### config.mk
export PLATFORM = sky130hd
export DESIGN_NAME = vnth_combine
export DESIGN_NICKNAME = d
export VERILOG_FILES = /design/src/design/vnth_pkg.sv /design/src/design/vnth_combine.sv
export SDC_FILE = /design/constraint.sdc
export NUM_CORES = 1
export LEC_CHECK = 0
export BUFFER_PORTS_ARGS = -buffer_cell sky130_fd_sc_hd__clkbuf_2
export CORE_ASPECT_RATIO = 1.25
export CORE_MARGIN = 1.5
export CORE_UTILIZATION = 55
export CTS_CLUSTER_SIZE = 14
export DETAILED_ROUTE_END_ITERATION = 7
export PLACE_DENSITY = 0.7
export SYNTH_ARGS = -nofsm -noshare
export SYNTH_HDL_FRONTEND = slang
export SYNTH_SLANG_ARGS = --single-unit
### constraint.sdc
create_clock -name clk -period 25.5 [get_ports clk]
set_input_delay 0 -clock clk [delete_from_list [all_inputs] [get_ports clk]]
set_output_delay 0 -clock clk [all_outputs]
set_load 0.01 [all_outputs]
### src/design/vnth_pkg.sv
`default_nettype none

package vnth_pkg;

    // height field and configuration port sizes
    localparam int HEIGHT_W   = 5;
    localparam int CFG_DATA_W = 64;
    localparam int CFG_ADDR_W = 4;

    // register index, taken from the upper address bit (8-byte spacing)
    localparam logic REG_SEED = 1'b0;

    // corner hash constants
    localparam logic [31:0] HASH_MUL_X = 32'h8da6b343;
    localparam logic [31:0] HASH_MUL_Z = 32'hd8163841;
    localparam logic [31:0] SEED_MUL   = 32'hcb1ab31f;
    localparam logic [31:0] MIX_MUL_A  = 32'h7feb352d;
    localparam logic [31:0] MIX_MUL_B  = 32'h846ca68b;

    // per-octave salts
    localparam logic [31:0] SALT_CELL48 = 32'h6d2b79f5;
    localparam logic [31:0] SALT_CELL18 = 32'h1b56c4e9;
    localparam logic [31:0] SALT_CELL7  = 32'ha511e9b3;
    localparam logic [31:0] SALT_CELL64 = 32'h04f1bbcd;

    // register stages in each octave lane and in the final combine
    localparam int OCT_STAGES  = 10;
    localparam int COMB_STAGES = 3;
    localparam int PIPE_DEPTH  = OCT_STAGES + COMB_STAGES;

endpackage

`default_nettype wire

### src/design/vnth_combine.sv
`default_nettype none

module vnth_combine
    import vnth_pkg::*;
#(
    parameter int HEIGHT_CAP    = 30,
    parameter int FRACTION_BITS = 16
)
(
    input  wire logic                         clk,
    input  wire logic                         en,
    input  wire logic signed [FRACTION_BITS+1:0] oct48,
    input  wire logic signed [FRACTION_BITS+1:0] oct18,
    input  wire logic signed [FRACTION_BITS+1:0] oct7,
    input  wire logic signed [FRACTION_BITS+1:0] oct64,
    output logic [HEIGHT_W-1:0]                height
);

    localparam int F   = FRACTION_BITS;
    localparam int HW  = F + 7;
    localparam int PRW = HW + F + 3;
    localparam longint ONE  = longint'(1) << F;
    localparam longint HALF = longint'(1) << (F - 1);
    localparam logic signed [HW-1:0] BASE   = HW'(12 * ONE);
    localparam logic signed [HW-1:0] P_HI   = HW'((68 * ONE + 50) / 100);
    localparam logic signed [HW-1:0] P_LO   = -HW'((72 * ONE + 50) / 100);
    localparam logic signed [HW-1:0] TGT_HI = HW'(22 * ONE);
    localparam logic signed [HW-1:0] TGT_LO = HW'(5 * ONE);
    localparam logic signed [HW-1:0] W_MAX  = HW'(ONE);
    localparam logic signed [9:0]    CAP_Q  = 10'(HEIGHT_CAP);
    localparam logic signed [9:0]    MIN_Q  = 10'sd2;

    logic signed [HW-1:0]  e48, e18, e7, p;
    logic signed [HW-1:0]  h_next, wt_next, tgt_next;
    logic [F:0]            w_next;
    logic signed [HW-1:0]  h_reg, tgt_reg, h2_reg;
    logic [F:0]            w_reg;
    logic signed [HW:0]    dd;
    logic signed [PRW-1:0] prod_reg, prod_rnd;
    logic signed [HW-1:0]  hf, qs;
    logic signed [9:0]     q;
    logic [9:0]            qc;
    logic [HEIGHT_W-1:0]   height_reg;

    // weighted octave sum and the pull toward the plateau or the basin
    always_comb
    begin
        e48     = HW'(oct48);
        e18     = HW'(oct18);
        e7      = HW'(oct7);
        p       = HW'(oct64);
        h_next  = BASE + (e48 <<< 3) + (e18 <<< 2) + ((e7 + (e7 <<< 1) + HW'(1)) >>> 1);
        wt_next  = '0;
        tgt_next = '0;
        if (p > P_HI)
        begin
            wt_next  = ((p - P_HI) + ((p - P_HI) <<< 2) + HW'(1)) >>> 1;
            tgt_next = TGT_HI;
        end
        else if (p < P_LO)
        begin
            wt_next  = (P_LO - p) <<< 1;
            tgt_next = TGT_LO;
        end
        if (wt_next > W_MAX)
        begin
            wt_next = W_MAX;
        end
        w_next = (F + 1)'(wt_next);
    end

    // final blend, rounding and clamp
    always_comb
    begin
        dd       = (HW + 1)'(tgt_reg) - (HW + 1)'(h_reg);
        prod_rnd = (prod_reg + PRW'(HALF)) >>> F;
        hf       = h2_reg + HW'(prod_rnd);
        qs       = (hf + HW'(HALF)) >>> F;
        q        = 10'(qs);
        if (q > CAP_Q)
        begin
            qc = CAP_Q;
        end
        else if (q < MIN_Q)
        begin
            qc = MIN_Q;
        end
        else
        begin
            qc = q;
        end
    end

    always_ff @(posedge clk)
    begin
        if (en)
        begin
            h_reg      <= h_next;
            w_reg      <= w_next;
            tgt_reg    <= tgt_next;
            prod_reg   <= dd * $signed({1'b0, w_reg});
            h2_reg     <= h_reg;
            height_reg <= qc[HEIGHT_W-1:0];
        end
    end

    assign height = height_reg;

endmodule

`default_nettype wire

# [Yosys cells after proc, flatten, opt, wreduce, memory -nomap -nowiden]
# Index checks and enable logic that the tools add are counted.
[word_totals] register_bits=128 wordCells=31 out_inout_bits=5 input_bits=74
[classes] magnitude_cmp=5 n_reduce_logical=1 addsub=13 multipliers=1 mux=4
[ops] operator="23-bit two-way mux" count=2
[ops] operator="39-bit by 17-bit adder with 39-bit output, second input constant" count=1
[ops] operator="24-bit by 18-bit multiplier with 39-bit output" count=1
[ops] operator="22-bit by 23-bit subtractor with 24-bit output" count=1
[ops] operator="22-bit by 2-bit adder with 23-bit output, second input constant" count=1
[ops] operator="22-bit by 20-bit adder with 23-bit output" count=1
[ops] operator="23-bit by 17-bit adder with 23-bit output, second input constant" count=1
[ops] operator="23-bit by 20-bit adder with 23-bit output" count=1
[ops] operator="23-bit adder" count=1
[ops] operator="23-bit by 18-bit greater-than comparator with 1-bit output, second input constant" count=1
[ops] operator="19-bit by 21-bit adder with 22-bit output" count=1
[ops] operator="21-bit by 21-bit adder with 22-bit output, first input constant" count=1
[ops] operator="20-bit by 2-bit adder with 21-bit output, second input constant" count=1
[ops] operator="18-bit by 19-bit adder with 20-bit output" count=1
[ops] operator="19-bit two-way mux" count=1
[ops] operator="17-bit by 18-bit subtractor with 19-bit output, first input constant" count=1
[ops] operator="18-bit by 17-bit subtractor with 19-bit output, second input constant" count=1
[ops] operator="18-bit by 17-bit greater-than comparator with 1-bit output, second input constant" count=1
[ops] operator="18-bit by 17-bit < comparator with 1-bit output, second input constant" count=1
[ops] operator="7-bit by 6-bit greater-than comparator with 1-bit output, second input constant" count=1
[ops] operator="7-bit by 3-bit < comparator with 1-bit output, second input constant" count=1
[ops] operator="5-bit two-way mux" count=1
[ops] operator="2-bit OR reduction" count=1

# [Longest topological paths before layout]
# Gate-level depths: netlist of the first run.
[depth] depth_word=5 ltp_mapped=32 depth_no_buf=30

# [Worst setup path after synthesis of the first run]
# Ideal clock, no wire load.
[synth_path] kind="flip-flop to flip-flop" start="register h_reg[0]" end="register prod_reg[35] (data pin)" n_path_buf=3 setup_ns=0.259 period_less_slack_ns=7.972 stages_incl_launch_ff=30 t_required_ns=25.241 arrival_ns=7.713 slack_ns=17.528 path_cell_list="edfxtp_1 -> buf_1 -> inv_1 -> ha_1 -> nand2b_1 -> or3_1 -> clkbuf_1 -> nor2_1 -> xnor2_1 -> clkbuf_1 -> nand2_1 -> fa_1 -> inv_1 -> fa_1 -> fa_1 -> inv_1 -> fa_1 -> fa_1 -> fa_1 -> inv_1 -> ha_1 -> a211o_1 -> a2111oi_0 -> nor3_1 -> o2111ai_1 -> a31oi_1 -> o41ai_2 -> o21ai_0 -> a211oi_1 -> nor2_1"
[synth_between] elab_chain_len=2
[synth_rtl] item="start, declared" line_no="vnth_combine.sv:36" source="logic signed [HW-1:0] h_reg, tgt_reg, h2_reg;"
[synth_rtl] item="start signal, assigned" line_no="vnth_combine.sv:98" source="h_reg <= h_next;"
[synth_rtl] item="22-bit by 23-bit subtractor with 24-bit output" line_no="vnth_combine.sv:75" source="dd = (HW + 1)'(tgt_reg) - (HW + 1)'(h_reg);"
[synth_rtl] item="24-bit by 18-bit multiplier with 39-bit output" line_no="vnth_combine.sv:101" source="prod_reg <= dd * $signed({1'b0, w_reg});"
[synth_rtl] item="end signal, assigned" line_no="vnth_combine.sv:101"
[synth_rtl] item="end, declared" line_no="vnth_combine.sv:39" source="logic signed [PRW-1:0] prod_reg, prod_rnd;"
# No other way between the ends.
# A chain may end at the register's enable or synchronous reset.

# [Worst setup path in the final report of the first run]
# Ends and elaborated chain as after synthesis.

==> results.toml, run 1 <==
[synth]
synth_nets = 3144
synth_area_um2 = 22600
ys_ff_latch = 95
ys_seq_area_frac = 0.126
synth_cell_types = 79
async_reset_ff_frac = 0
avgSynthCellArea_um2 = 9.21
synth-edff-count = 95
synthCells = 2452
yosys_warnings = 0
ys.flop_type = "edfxtp_1"

[drt]
viasPerCell = 5.48
drcViolationCount = 0
vias = 16700
drt_pass1_iterations = 7
wl_mm = 53.4
drtIter0Drc = 899
routedWlPerCell_um = 17.5
ant_nets = 0

[clock_network]
cts_sinks = 95
cts_tree = "done"
cts_setup_buffers = 0
cts_buffers = 9
clkTransAtPathRegs_ns = 0.08
clkLatencyLatePin_ns = 0.38
root_buffer = "clkbuf_16"
ctsResizeCount = 0
cts_buffer_depth = 2
postCtsHoldBufs = 0
ctsHtreeMaxLevel = 3

[job]
max-cap-violations = 0

[final_layout]
diodes = 0
drive_above_1_share = 0.0630
largest_reg_flops = 24
final_area_um2 = 23900
final_nets = 3194
area_growth_pct = 5.92

[sta]
period_needed_ns = 9.00
worst_pin_slew_ns = 1.15
slew-limit-headroom = 0.233
fin_crit_sh = 0.353
setup_violations = 0
finClkSkew_ns = 0.0131
setup_slack_ns = 16.50
drv_slew = 0
fmax_mhz = 111
hold_violations = 0
rsz0062_at_grt = "no"
tns_ns = 0

[global_routing]
gr-max-usage-layer = "met2"
grtUsageMet3 = 0.0261
grt_max_degree = 56
globalRouteMet2Util = 0.497
overflow = 0
grt_pass1_wl_mm = 89.9
grt.total_usage = 0.273
grt_pass1_vias = 18200
antenna_found_initial = 1
grt_use_met1 = 0.309

[floorplan]
die_w_um = 184
initial_core_util = 0.560
die_h_um = 230
row_count = 82
die_area_um2 = 42300
core_um2 = 40300
ios = 79

[critical_path]
crit_fanout = 19
crit_required_ns = 25.63
cp_slowest_cell = "edfxtp_1"
cp_num_buf_inv = 4
critPathKind = "reg2reg"
worstSetupEndpointType = "flip-flop"
cp_top_family = "adder cells"
path_common_cell = "fa_1"
worstSetupStartpointType = "flip-flop"
max_stage_delay_ns = 0.69
arrival_ns = 9.13

[placed_design]
placed_area_um2 = 23600
portBuffers = 78
gp_congestion = 0.902
preCtsSetupSlack_ns = 16.59
dp_hpwl_mm = 43.8

[status]
outcome = "finished, final reports clean"

[hold_path]
min_path_type = "in2reg"
[cell usage after synthesis, drive strengths merged, types with 5 or more instances]
cell	n	area, um2
o211ai	5	37.5
a211oi	9	72.6
ha	219	2740
edfxtp	95	2850
or3	10	67.6
nor4	6	65.1
nand2	275	1030
nand3	21	105
a21o	22	166
a31oi	8	71.3
o21ai	46	234
a211o	5	43.8
nor3	44	240
nand4	13	87.6
o21a	19	143
nor2b	14	87.6
clkbuf	61	229
o21bai	10	75.1
a2111oi	6	71.3
nand2b	13	81.3
nor2	101	379
o41ai	11	141
inv	557	2090
and3	20	125
xnor2	112	981
and2	176	1100
a21boi	5	37.5
a21oi	60	304
buf	12	86.3
fa	399	7990
xor2	45	394
[area by class of cell]
type / count / area (um2)
clock buffer: 9 / 225
clock inverter: 7 / 81.3
fill: 3515 / 16400
inverter: 557 / 2090
multi-input combinational: 1727 / 17300
sequential: 95 / 2850
tap: 546 / 683
timing repair buffer: 112 / 648
[metal layers]
metal | wire [um] | part of all wire | vias up
li1 | - | - | 7692
met1 | 20200 | 0.38 | 8368
met2 | 27600 | 0.52 | 492
met3 | 2180 | 0.041 | 171
met4 | 3480 | 0.065 | 0
met5 | 0 | 0 | -
[per-stage QoR]
| stage | hold slack, ns | instances | util |
|---|---|---|---|
| floorplan | 0.112 | 2452 | - |
| CTS | 0.0792 | 3053 | 0.593 |
| global placement | 0.419 | 3037 | 0.586 |
| global route | 0.112 | 3053 | 0.593 |
| finish | 0.110 | 3053 | 0.593 |
| detailed placement | 0.424 | 3037 | 0.586 |
[cell families after synthesis]
group                    count (synthesis)  synth area share
AO/OA/AOI/OAI                          241            0.0756
XOR/XNOR                               157            0.0609
buffers and inverters                  630             0.107
AND/OR/NAND/NOR                        711             0.156
adder cells (fa/ha/maj)                618             0.475
flip-flops                              95             0.126
[layout by cell type, fill, tap and decap left out, drive strengths merged, types with 5 or more instances in the layout]
cell type	netlist	routed
a2111oi	6	6
inv	557	561
nand4	13	13
o21ai	46	46
nor3	44	44
nand3	21	21
edfxtp	95	95
a21boi	5	5
a21o	22	22
and3	20	20
nor2b	14	14
o211ai	5	5
or3	10	10
ha	219	219
nor2	101	101
xor2	45	45
o41ai	11	11
xnor2	112	112
a31oi	8	8
nor4	6	6
a211o	5	5
o21a	19	19
clkbuf	61	86
nand2b	13	13
o21bai	10	10
a21oi	60	60
a211oi	9	9
fa	399	399
and2	176	176
buf	12	35
nand2	275	275
[worst paths after layout]
path / end / slack (ns) / depth (start not counted) / startpoint
max: prod_reg[35]$_DFFE_PP_ / 16.50 / 25 / h_reg[0]$_DFFE_PP_
min: h_reg[2]$_DFFE_PP_ / 0.11 / 2 / oct18[0]
max reg2reg: prod_reg[35]$_DFFE_PP_ / 16.50 / 25 / h_reg[0]$_DFFE_PP_
min reg2reg: h2_reg[20]$_DFFE_PP_ / 0.45 / 0 / h_reg[20]$_DFFE_PP_
Power of run 1 is not shown: default switching activity piles up to over one toggle a cycle in this logic, so the estimate is an artifact.
==> run 2, diff against run 1 <==
==> constraint.sdc (replaced) <==
create_clock -name clk -period 8.9 [get_ports clk]
set_input_delay 0 -clock clk [delete_from_list [all_inputs] [get_ports clk]]
set_output_delay 0 -clock clk [all_outputs]
set_load 0.01 [all_outputs]
==> results.toml, run 2 (same netlist as run 1, synthesis figures left out) <==
[final_layout]
diodes = 0
largest_reg_flops = 24
most-common-layout-cells = "555 x inv_1, 399 x fa_1, 275 x nand2_1, 219 x ha_1, 176 x and2_1"
final_nets = 3202
final_common_cell = "inv_1"
drive_above_1_share = 0.0660
area_growth_pct = 6.19

[sta]
finClkSkew_ns = 0.0110
period_needed_ns = 8.45
hold_violations = 0
fmax_mhz = 118
fin_crit_sh = 0.949
setup_violations = 0
slew-limit-headroom = 0.284
rsz0062_at_grt = "no"
worst_pin_slew_ns = 1.07
drv_slew = 0
tns_ns = 0

[critical_path]
crit_start = "h_reg[8]$_DFFE_PP_"
reg2reg_slack_ns = 0.45
critPathKind = "reg2reg"
r2r-start = "h_reg[8]$_DFFE_PP_"
reg2reg_to = "prod_reg[37]$_DFFE_PP_"
crit_fanout = 17
worstSetupEndpointType = "flip-flop"
r2r.worst_path.cells = 26
arrival_ns = 8.57
critPathCapture = "prod_reg[37]$_DFFE_PP_"
worstSetupStartpointType = "flip-flop"
crit_required_ns = 9.03

[placed_design]
portBuffers = 78
gp_congestion = 0.890
dp_hpwl_mm = 45.0

[global_routing]
grt_pass1_vias = 18400
grt_pass1_wl_mm = 91.5
overflow = 0
antenna_found_initial = 1
grt.total_usage = 0.280
grt_max_degree = 59

[clock_network]
cts_setup_buffers = 0
postCtsHoldBufs = 0
ctsHtreeMaxLevel = 3
clkLatencyLatePin_ns = 0.37
ctsResizeCount = 0
cts_buffer_depth = 2
cts_buffers = 9
root_buffer = "clkbuf_16"
clkTransAtPathRegs_ns = 0.07
cts_sinks = 95
cts_tree = "done"

[drt]
vias = 16800
viasPerCell = 5.49
drtIter0Drc = 919
drcViolationCount = 0
drt_pass1_iterations = 5
wl_mm = 54.6
ant_nets = 0
routedWlPerCell_um = 17.8

[floorplan]
die_w_um = 184
die_h_um = 230
row_count = 82
core_um2 = 40300
die_area_um2 = 42300
initial_core_util = 0.560
ios = 79

[status]
outcome = "finished, final reports clean"

[job]
max-cap-violations = 0

[hold_path]
min_path_type = "in2reg"
==> run 2: changes by cell type in the layout (fill, tap and decap cells not counted), sizes merged <==
cell	before	now
buf	35	43
==> run 2: worst max-delay path: stages, from the launching register on <==
cell	delay (ns)
edfxtp_1	0.52
or4_1	0.62
nor4_2	0.27
nand2_1	0.14
nor3_1	0.22
xor2_1	0.18
buf_4	0.29
nand2_1	0.12
fa_1	0.56
fa_1	0.46
fa_1	0.54
inv_1	0.05
fa_1	0.52
fa_1	0.55
inv_1	0.06
fa_1	0.54
inv_1	0.05
ha_1	0.32
and3_1	0.20
nand3_1	0.09
nor3_1	0.46
o2111ai_1	0.26
a31oi_1	0.47
o41ai_4	0.14
o21ai_0	0.28
a21oi_1	0.13
xnor2_1	0.13
==> run 2: how the worst min path moves through the flow <==
stage,start,end,slack (ns),cells past startpoint
floorplan,en,h2_reg[0]$_DFFE_PP_,0.11,0
global placement,height[4]$_SDFFCE_PP1P_,height[4],0.42,1
detailed placement,height[4]$_SDFFCE_PP1P_,height[4],0.42,1
CTS,oct18[0],h_reg[2]$_DFFE_PP_,0.06,2
global route,oct18[0],h_reg[2]$_DFFE_PP_,0.07,2
finish,oct18[0],h_reg[2]$_DFFE_PP_,0.09,2
==> run 2: metrics by stage <==
step / hold slack, ns / utilization / area [um2] / worst slack [ns] / cells
2_1_floorplan: 0.112 / - / 22600 / 0.928 / 2452
3_3_place_gp: 0.420 / 0.587 / 23700 / 0.473 / 3045
3_5_place_dp: 0.422 / 0.587 / 23700 / 0.298 / 3045
4_1_cts: 0.0622 / 0.594 / 24000 / 0.237 / 3061
5_1_grt: 0.0735 / 0.595 / 24000 / 0.00829 / 3061
6_report: 0.0873 / 0.595 / 24000 / 0.454 / 3061
==> run 2: per-layer routing <==
metal / part of all wire / vias to the layer above / track usage
met5: 0 / - / 0
met4: 0.061 / 0 / 0.157
met3: 0.039 / 167 / 0.0289
met2: 0.51 / 452 / 0.504
met1: 0.39 / 8455 / 0.322
li1: - / 7720 / -
==> run 2: layout make-up <==
class	instances	area [um2]
clock buffer	9	225
multi-input combinational	1727	17400
tap	546	683
fill	3528	16300
inverter	557	2090
clock inverter	7	70.1
timing repair buffer	120	708
sequential	95	2850
Power of run 2 is left out for the same reason.
